### src/hw/rtl/fbd_pkg.sv
// Shared types, widths and constants for the fractional baud divider search.
package fbd_pkg;

   localparam int FRACTION_MAX  = 15;
   localparam int FRAC_W        = 4;
   localparam int CORE_W        = 28;
   localparam int BYTE_W        = 8;
   localparam int PCT_W         = 7;
   localparam int BAUD_W        = 24;
   localparam int ERR_W         = 17;
   localparam int CSR_IDX_W     = 2;
   localparam int DIV_W         = 36;
   localparam int DEN_W         = 32;
   localparam int DIV_STEPS     = DIV_W;
   localparam int DIV_CNT_W     = $clog2(DIV_STEPS + 1);
   localparam int DIVISOR_W     = 16;

   localparam logic [CORE_W-1:0] CORE_CLOCK_RESET   = CORE_W'(48000000);
   localparam logic [BYTE_W-1:0] AHB_DIV_RESET      = BYTE_W'(1);
   localparam logic [BYTE_W-1:0] UART_DIV_RESET     = BYTE_W'(1);
   localparam logic [PCT_W-1:0]  ERR_PCT_RESET      = PCT_W'(3);
   localparam logic [ERR_W-1:0]  NO_PAIR_ERROR      = ERR_W'(100000);
   localparam logic [DEN_W-1:0]  PERCENT_SCALE      = DEN_W'(100);
   localparam logic [DIV_W-1:0]  DIVISOR_MIN        = DIV_W'(3);
   localparam logic [DIV_W-1:0]  DIVISOR_MAX        = DIV_W'(65535);
   localparam int                UCLK_SHIFT         = 4;

   localparam logic [CSR_IDX_W-1:0] CSR_CORE_CLOCK = 2'd0;
   localparam logic [CSR_IDX_W-1:0] CSR_AHB_DIV    = 2'd1;
   localparam logic [CSR_IDX_W-1:0] CSR_UART_DIV   = 2'd2;
   localparam logic [CSR_IDX_W-1:0] CSR_ERR_PCT    = 2'd3;

   typedef struct packed {
      logic             start;
      logic [DIV_W-1:0] dividend;
      logic [DEN_W-1:0] divisor;
   } div_req_type;

   typedef struct packed {
      logic             done;
      logic [DIV_W-1:0] quotient;
      logic [DEN_W-1:0] remainder;
   } div_rsp_type;

   typedef enum logic [5:0] {
      ST_IDLE = 6'b000001,
      ST_CLK  = 6'b000010,
      ST_T    = 6'b000100,
      ST_D    = 6'b001000,
      ST_R    = 6'b010000,
      ST_LIM  = 6'b100000
   } state_type;

endpackage

### src/hw/rtl/fractional_baud_divider_search.sv
// Top level: fractional baud rate divider search around one shared divider.
//
// Usage: raise start with req_baud_rate while busy is low; that edge takes
// the beat and busy rises at once. The block derives the UART clock
// (core clock times AHB divider, over the UART divider, over 16), then walks
// multiplier 1..15 and add value 0..15, keeping the first pair with the
// smallest rate error and stopping on an exact match. When done it shows the
// result on the rsp_ ports for one cycle with rsp_valid high; busy drops in
// that same cycle, so a new start is already taken in the rsp_valid cycle.
// The receiver cannot stall: the result beat is gone after its one cycle.
// Sequencing: every division runs on the one shared divider. The clock setup
// takes one division and the final limit check one state of its own; each
// candidate takes two divisions, or three when its divisor lies in 3..65535.
// An exact match ends the search early; a zero baud rate skips the candidates.
// Configuration: csr_write_en with csr_index/csr_wdata writes a register in
// the same edge; write only while busy is low. Reset restores the register
// defaults (48 MHz, dividers 1, 3 percent) and idles the sequencer.
module fractional_baud_divider_search
   import fbd_pkg::*;
(
   input  logic                 clock,
   input  logic                 reset,
   input  logic                 start,
   output logic                 busy,
   input  logic [BAUD_W-1:0]    req_baud_rate,
   output logic                 rsp_valid,
   output logic [BYTE_W-1:0]    rsp_divisor_high,
   output logic [BYTE_W-1:0]    rsp_divisor_low,
   output logic [FRAC_W-1:0]    rsp_mul_value,
   output logic [FRAC_W-1:0]    rsp_div_add_value,
   output logic [ERR_W-1:0]     rsp_best_error,
   output logic                 rsp_accepted,
   input  logic                 csr_write_en,
   input  logic [CSR_IDX_W-1:0] csr_index,
   input  logic [CORE_W-1:0]    csr_wdata
);

   logic [CORE_W-1:0] core_clk_ff;
   logic [BYTE_W-1:0] ahb_div_ff;
   logic [BYTE_W-1:0] uart_div_ff;
   logic [PCT_W-1:0]  err_pct_ff;

   state_type         state_ff, state_in;
   logic [BAUD_W-1:0] baud_ff, baud_in;
   logic [DEN_W-1:0]  uclk_ff, uclk_in;
   logic [DEN_W-1:0]  t_ff, t_in;
   logic [FRAC_W-1:0] mul_ff, mul_in;
   logic [FRAC_W-1:0] add_ff, add_in;
   logic [FRAC_W-1:0] best_mul_ff, best_mul_in;
   logic [FRAC_W-1:0] best_add_ff, best_add_in;
   logic [DIVISOR_W-1:0] best_div_ff, best_div_in;
   logic [ERR_W-1:0]  best_err_ff, best_err_in;
   logic              accepted_ff, accepted_in;
   logic              valid_ff, valid_in;
   logic              launch_ff, launch_in;
   logic [DIV_W-1:0]  num_ff, num_in;
   logic [DEN_W-1:0]  den_ff, den_in;

   div_req_type       div_req;
   div_rsp_type       div_rsp;

   logic              last_add, last_pair;
   logic [FRAC_W-1:0] nxt_mul, nxt_add;
   logic [DIV_W-1:0]  lim_num;
   logic [DIV_W-1:0]  lim_floor;
   logic [DIV_W-1:0]  d_round;
   logic              d_ok;
   logic [DEN_W-1:0]  rate;
   logic [DEN_W-1:0]  err;
   logic [DEN_W-1:0]  uclk_new;

   fbd_div u_div (
      .clock (clock),
      .reset (reset),
      .req   (div_req),
      .rsp   (div_rsp)
   );

   assign div_req.start    = launch_ff;
   assign div_req.dividend = num_ff;
   assign div_req.divisor  = den_ff;

   always_ff @(posedge clock) begin
      if (reset) begin
         core_clk_ff <= CORE_CLOCK_RESET;
         ahb_div_ff  <= AHB_DIV_RESET;
         uart_div_ff <= UART_DIV_RESET;
         err_pct_ff  <= ERR_PCT_RESET;
      end else if (csr_write_en) begin
         case (csr_index)
            CSR_CORE_CLOCK: core_clk_ff <= csr_wdata;
            CSR_AHB_DIV:    ahb_div_ff  <= csr_wdata[BYTE_W-1:0];
            CSR_UART_DIV:   uart_div_ff <= csr_wdata[BYTE_W-1:0];
            CSR_ERR_PCT:    err_pct_ff  <= csr_wdata[PCT_W-1:0];
            default: ;
         endcase
      end
   end

   always_comb begin
      last_add  = (add_ff == FRAC_W'(FRACTION_MAX));
      last_pair = last_add && (mul_ff == FRAC_W'(FRACTION_MAX));
      nxt_mul   = last_add ? mul_ff + 1'b1 : mul_ff;
      nxt_add   = last_add ? '0 : add_ff + 1'b1;
      lim_num   = DIV_W'(baud_ff) * DIV_W'(err_pct_ff);
      // err < floor(lim_num / 100) holds exactly when lim_num >= 100 * (err + 1)
      lim_floor = (DIV_W'(best_err_ff) + DIV_W'(1)) * DIV_W'(PERCENT_SCALE);
      uclk_new  = div_rsp.quotient[DEN_W+UCLK_SHIFT-1:UCLK_SHIFT];
      d_round   = div_rsp.quotient
                + DIV_W'(div_rsp.remainder > DEN_W'(baud_ff >> 1));
      d_ok      = (d_round >= DIVISOR_MIN) && (d_round <= DIVISOR_MAX);
      rate      = div_rsp.quotient[DEN_W-1:0];
      err       = (rate <= DEN_W'(baud_ff)) ? DEN_W'(baud_ff) - rate
                                            : rate - DEN_W'(baud_ff);

      state_in    = state_ff;
      baud_in     = baud_ff;
      uclk_in     = uclk_ff;
      t_in        = t_ff;
      mul_in      = mul_ff;
      add_in      = add_ff;
      best_mul_in = best_mul_ff;
      best_add_in = best_add_ff;
      best_div_in = best_div_ff;
      best_err_in = best_err_ff;
      accepted_in = accepted_ff;
      valid_in    = 1'b0;
      launch_in   = 1'b0;
      num_in      = num_ff;
      den_in      = den_ff;

      case (state_ff)
         ST_IDLE: begin
            if (start) begin
               baud_in     = req_baud_rate;
               mul_in      = FRAC_W'(1);
               add_in      = '0;
               best_mul_in = FRAC_W'(1);
               best_add_in = '0;
               best_div_in = '0;
               best_err_in = NO_PAIR_ERROR;
               launch_in   = 1'b1;
               num_in      = DIV_W'(core_clk_ff) * DIV_W'(ahb_div_ff);
               den_in      = (uart_div_ff == '0) ? DEN_W'(1) : DEN_W'(uart_div_ff);
               state_in    = ST_CLK;
            end
         end
         ST_CLK: begin
            if (div_rsp.done) begin
               uclk_in = uclk_new;
               if (baud_ff == '0) begin
                  state_in = ST_LIM;
               end else begin
                  launch_in = 1'b1;
                  num_in    = DIV_W'(mul_ff) * DIV_W'(uclk_new);
                  den_in    = DEN_W'({1'b0, mul_ff} + {1'b0, add_ff});
                  state_in  = ST_T;
               end
            end
         end
         ST_T: begin
            if (div_rsp.done) begin
               t_in      = div_rsp.quotient[DEN_W-1:0];
               launch_in = 1'b1;
               num_in    = div_rsp.quotient;
               den_in    = DEN_W'(baud_ff);
               state_in  = ST_D;
            end
         end
         ST_D: begin
            if (div_rsp.done) begin
               if (d_ok) begin
                  launch_in = 1'b1;
                  num_in   = DIV_W'(t_ff);
                  den_in   = DEN_W'(d_round[DIVISOR_W-1:0]);
                  state_in = ST_R;
                  // hold candidate divisor in t until rate is known
                  t_in     = DEN_W'(d_round[DIVISOR_W-1:0]);
               end else if (last_pair) begin
                  state_in = ST_LIM;
               end else begin
                  launch_in = 1'b1;
                  mul_in   = nxt_mul;
                  add_in   = nxt_add;
                  num_in   = DIV_W'(nxt_mul) * DIV_W'(uclk_ff);
                  den_in   = DEN_W'({1'b0, nxt_mul} + {1'b0, nxt_add});
                  state_in = ST_T;
               end
            end
         end
         ST_R: begin
            if (div_rsp.done) begin
               if (err < DEN_W'(best_err_ff)) begin
                  best_mul_in = mul_ff;
                  best_add_in = add_ff;
                  best_div_in = t_ff[DIVISOR_W-1:0];
                  best_err_in = err[ERR_W-1:0];
               end
               if ((err == '0) || last_pair) begin
                  state_in = ST_LIM;
               end else begin
                  launch_in = 1'b1;
                  mul_in   = nxt_mul;
                  add_in   = nxt_add;
                  num_in   = DIV_W'(nxt_mul) * DIV_W'(uclk_ff);
                  den_in   = DEN_W'({1'b0, nxt_mul} + {1'b0, nxt_add});
                  state_in = ST_T;
               end
            end
         end
         ST_LIM: begin
            accepted_in = (lim_num >= lim_floor);
            valid_in    = 1'b1;
            state_in    = ST_IDLE;
         end
         default: begin
            state_in = ST_IDLE;
         end
      endcase
   end

   always_ff @(posedge clock) begin
      baud_ff     <= baud_in;
      uclk_ff     <= uclk_in;
      t_ff        <= t_in;
      mul_ff      <= mul_in;
      add_ff      <= add_in;
      best_mul_ff <= best_mul_in;
      best_add_ff <= best_add_in;
      best_div_ff <= best_div_in;
      best_err_ff <= best_err_in;
      accepted_ff <= accepted_in;
      num_ff      <= num_in;
      den_ff      <= den_in;
      if (reset) begin
         state_ff  <= ST_IDLE;
         valid_ff  <= 1'b0;
         launch_ff <= 1'b0;
      end else begin
         state_ff  <= state_in;
         valid_ff  <= valid_in;
         launch_ff <= launch_in;
      end
   end

   assign busy              = (state_ff != ST_IDLE);
   assign rsp_valid         = valid_ff;
   assign rsp_divisor_high  = best_div_ff[DIVISOR_W-1:BYTE_W];
   assign rsp_divisor_low   = best_div_ff[BYTE_W-1:0];
   assign rsp_mul_value     = best_mul_ff;
   assign rsp_div_add_value = best_add_ff;
   assign rsp_best_error    = best_err_ff;
   assign rsp_accepted      = accepted_ff;

endmodule

### src/hw/rtl/fbd_div.sv
// Restoring radix-2 divider, one quotient bit per cycle.
module fbd_div
   import fbd_pkg::*;
(
   input  logic        clock,
   input  logic        reset,
   input  div_req_type req,
   output div_rsp_type rsp
);

   logic [DIV_W-1:0]     quo_ff, quo_in;
   logic [DEN_W-1:0]     rem_ff, rem_in;
   logic [DEN_W-1:0]     den_ff, den_in;
   logic [DIV_CNT_W-1:0] cnt_ff, cnt_in;
   logic                 busy_ff, busy_in;
   logic                 done_ff, done_in;
   logic [DEN_W:0]       shifted;
   logic [DEN_W+1:0]     diff;
   logic                 ge;

   always_comb begin
      shifted = {rem_ff, quo_ff[DIV_W-1]};
      diff    = {1'b0, shifted} - {2'b00, den_ff};
      ge      = !diff[DEN_W+1];
      quo_in  = quo_ff;
      rem_in  = rem_ff;
      den_in  = den_ff;
      cnt_in  = cnt_ff;
      busy_in = busy_ff;
      done_in = 1'b0;
      if (req.start) begin
         quo_in  = req.dividend;
         rem_in  = '0;
         den_in  = req.divisor;
         cnt_in  = DIV_CNT_W'(DIV_STEPS);
         busy_in = 1'b1;
      end else if (busy_ff) begin
         quo_in = {quo_ff[DIV_W-2:0], ge};
         rem_in = ge ? diff[DEN_W-1:0] : shifted[DEN_W-1:0];
         cnt_in = cnt_ff - 1'b1;
         if (cnt_ff == DIV_CNT_W'(1)) begin
            busy_in = 1'b0;
            done_in = 1'b1;
         end
      end
   end

   always_ff @(posedge clock) begin
      quo_ff <= quo_in;
      rem_ff <= rem_in;
      den_ff <= den_in;
      cnt_ff <= cnt_in;
      if (reset) begin
         busy_ff <= 1'b0;
         done_ff <= 1'b0;
      end else begin
         busy_ff <= busy_in;
         done_ff <= done_in;
      end
   end

   assign rsp.done      = done_ff;
   assign rsp.quotient  = quo_ff;
   assign rsp.remainder = rem_ff;

endmodule
### config.mk
export PLATFORM = sky130hd
export DESIGN_NAME = fractional_baud_divider_search
export DESIGN_NICKNAME = d
export VERILOG_FILES = /design/src/hw/rtl/fbd_pkg.sv /design/src/hw/rtl/fractional_baud_divider_search.sv /design/src/hw/rtl/fbd_div.sv
export SDC_FILE = /design/constraint.sdc
export NUM_CORES = 2
export LEC_CHECK = 0
export BUFFER_PORTS_ARGS = -buffer_cell sky130_fd_sc_hd__buf_4
export CAP_MARGIN = 10
export CORE_AREA = 2 2 269 271
export DETAILED_ROUTE_END_ITERATION = 16
export DIE_AREA = 0 0 271 273
export GPL_ROUTABILITY_DRIVEN = 0
export HOLD_SLACK_MARGIN = 0.15
export PLACE_DENSITY = 0.87
export SYNTH_ARGS = -nofsm -noshare
export SYNTH_HDL_FRONTEND = slang
export SYNTH_SLANG_ARGS = --single-unit
### constraint.sdc
create_clock -name clock -period 9.7 [get_ports clock]
set_clock_uncertainty 0.05 [all_clocks]
set_input_delay 0.485 -clock clock [delete_from_list [all_inputs] [get_ports clock]]
set_output_delay 0.485 -clock clock [all_outputs]
set_load 0.005 [all_outputs]
==> results by group <==
Status
  – Status: completed

Detailed routing
  – WL final: 126000 µm
  – DRC viols: 0
  – DR iter-0 viols: 4462
  – M1 WL: 44400 µm
  – Via density: 6.44
  – Top layer reached by signal wires: met4
  – Antenna-violating nets left: 0
  – DR WL/cell: 21.7 µm
  – Met3 Wirelength: 16200 µm
  – Router iterations before antenna repair: 8
  – Met2 WL post-DR: 56300 µm
  – Via count: 37400

Timing
  – Fin. Hold Viols: 0
  – Final Max Slew Viols: 0
  – Max-slew headroom: 0.181
  – Final setup viols: 0
  – Worst Max-Slew Pin Slew: 1.22 ns
  – FMAX: 123 MHz
  – Post-layout min period: 8.14 ns
  – Fin crit share: 0.839
  – Min Hold Slack: 0.258 ns
  – RSZ-0062 raised after global routing: false
  – Fin Setup TNS: 0 ns

Logic synthesis
  – Seq/Total Area, Yosys: 0.231
  – Post-synth ARST share: 0
  – Synth area leader: fa_1
  – Average size of a mapped cell: 8.71 µm²
  – Synth Instances: 4843
  – Post-Syn Nets: 5694
  – Cell area after synthesis: 42200 µm²
  – Warnings from Yosys: 0
  – Post-synth EDFFs: 258
  – Synth Register Bits: 357
  – Count leader, synth: nand2_1
  – Main flop type after synthesis: edfxtp_1
  – Commonest cells in the netlist: nand2_1, inv_1, fa_1
  – Area share of the largest cell type after synthesis: 0.191
  – Distinct cells, synth: 92
  – Synth top area cells: fa_1, edfxtp_1, ha_1

Clock network
  – Worst skew pair latency: 0.61 ns
  – CTS tree: done
  – CTS H-tree lvls: 2
  – Max clock buf depth: 3
  – Clock transition at path regs: 0.06 ns
  – CTS Buf Count: 44
  – Postcts setup bufs: 0
  – CTS root buf: clkbuf_16
  – CTS sink cnt: 357

Critical path
  – Slowest CP cell: inv_2
  – Startpoint Class: flop
  – Kind of critical path: flop to flop
  – Data required time of the worst path: 10.09 ns
  – Arrival time at the worst endpoint: 8.53 ns
  – Max FO, Critical Path: 28
  – Endpoint class of the critical path: flop
  – Crit path largest cell delay: 0.82 ns

GRT
  – Initial antenna violation count: 3
  – Gr ovfl total: 0
  – Largest net degree at the start of global routing: 69
  – All-Layer GR Usage: 0.341
  – Vias in the first global route: 37400
  – Global-route wire length before repair: 200000 µm

Worst hold path
  – Hold Crit Class: primary input to flop

Power and ir drop
  – Lkg Pwr: 21.2 nW
  – Cell area power density: 209 nW/µm²
  – Peak supply drop: 0.149 mV

Finish
  – Layout cells sized above 1: 0.0570
  – Final core utilization: 0.641
  – Diodes inserted: 0
  – Post-Layout Cell Count: 5810
  – Layout Nets: 5676
  – Multi-input gate area: 29200 µm²
  – Register area: 9730 µm²
  – Syn-to-layout area delta: 7.90%
  – Fill cell count: 5379

Die
  – Die Wd: 271 µm
  – Die area: 74000 µm²
  – Cell row count: 98
  – IO Count: 102
  – Core area: 71000 µm²
  – Die Y: 273 µm
  – Initial Util: 0.594

Job
  – Maxcap violations: 0

Place
  – I/O Buffers: 101
  – Placed insts: 5677
  – Post-DP HPWL: 93300 µm
-- stage by stage --
step,worst slack (ns),total power [mW],instance area (µm²)
finish,1.56,9.53,45500
global route,1.43,10.1,45500
CTS,2.03,9.32,45500
detailed placement,2.08,7.51,43500
global placement,2.29,7.32,43500
floorplan,1.62,6.15,42200
-- cell families after synthesis --
family | after synthesis | share of synthesized area
AND/OR/NAND/NOR | 1658 | 0.188
AO/OA/AOI/OAI | 883 | 0.137
buffers and inverters | 879 | 0.0795
adder cells (fa/ha/maj) | 793 | 0.307
flip-flops | 357 | 0.231
XOR/XNOR | 238 | 0.0496
multiplexers | 35 | 0.00887
-- path summary, 6_finish.rpt --
path	startpoint	endpoint	slack, ns	cells after the start
max	baud_ff[2]$_DFFE_PP_	num_ff[28]$_DFFE_PP_	1.56	28
min	start	state_ff[3]$_SDFFE_PP0P_	0.26	4
max reg2reg	baud_ff[2]$_DFFE_PP_	num_ff[28]$_DFFE_PP_	1.56	28
min reg2reg	den_ff[3]$_DFFE_PP_	u_div.den_ff[3]$_DFFE_PP_	0.36	0
-- metal layers --
metal / up-vias / global-route usage
li1: 16200 / -
met1: 17900 / 0.419
met2: 2653 / 0.543
met3: 695 / 0.0822
met4: 0 / 0.210
met5: - / 0
-- cell type report --
type,count,area share
Sequential cell,357,0.214
Clock buffer,54,0.0269
Tap cell,950,0.0261
Inverter,621,0.0512
Clock inverter,27,0.00580
Timing Repair Buffer,194,0.0348
Multi-Input combinational cell,3607,0.641
-- worst max-delay path: cells and delay by family (launching register included) --
kind / cells / cell delay (ns)
buffers and inverters: 2 / 0.97
adders and majority gates: 3 / 0.91
DFF: 1 / 0.62
and+or+nand+nor: 10 / 3.01
AOI/OAI and AO/OA: 13 / 2.39
-- placed cells by master (no fill, tap or decap), types with 25 or more instances in the layout --
master         instances
nand2_1              769
clkbuf_16             47
buf_4                142
xor2_1                90
dlygate4sd3_1         52
a221oi_1              30
mux2i_1               25
and3_1                30
nand2b_1              41
fa_1                 403
nor4_1                28
nor2_1               211
a211oi_1              28
a31oi_1               36
o21a_1                45
nor3_1                70
edfxtp_1             258
inv_1                620
nor2b_1               31
xnor2_1              144
a21o_1                97
nand3_1               72
a21oi_1              238
o21ai_0              173
dfxtp_1               97
ha_1                 390
and2_1               246
nand4_1               49
-- sequential cells by signal, summed over array words and instances (netlist names), 4 cells and up --
signal and cells:
core_clk_ff 28, err_pct_ff 7, uclk_ff 32, baud_ff 24
rsp_best_error 17, u_div.cnt_ff 6, ahb_div_ff 8, mul_ff 4
state_ff 6, rsp_mul_value 4, u_div.quo_ff 36, uart_div_ff 8
best_div_ff 16, t_ff 32, u_div.rem_ff 32, num_ff 36
u_div.den_ff 24, rsp_div_add_value 4, add_ff 4, den_ff 24
-- power by group --
group	switching, mW	internal [mW]
combinational	3.22	2.18
clock	0.734	1.01
sequential	0.429	1.96
total	4.39	5.14
-- what timing repair did --
| item | CTS | global route |
|---|---|---|
| hold buffers | 52 | 0 |
| resized for setup | 0 | 0 |
| endpoints found under the hold margin | 63 | 0 |
Note: power is estimated with default switching activity, not from simulation.
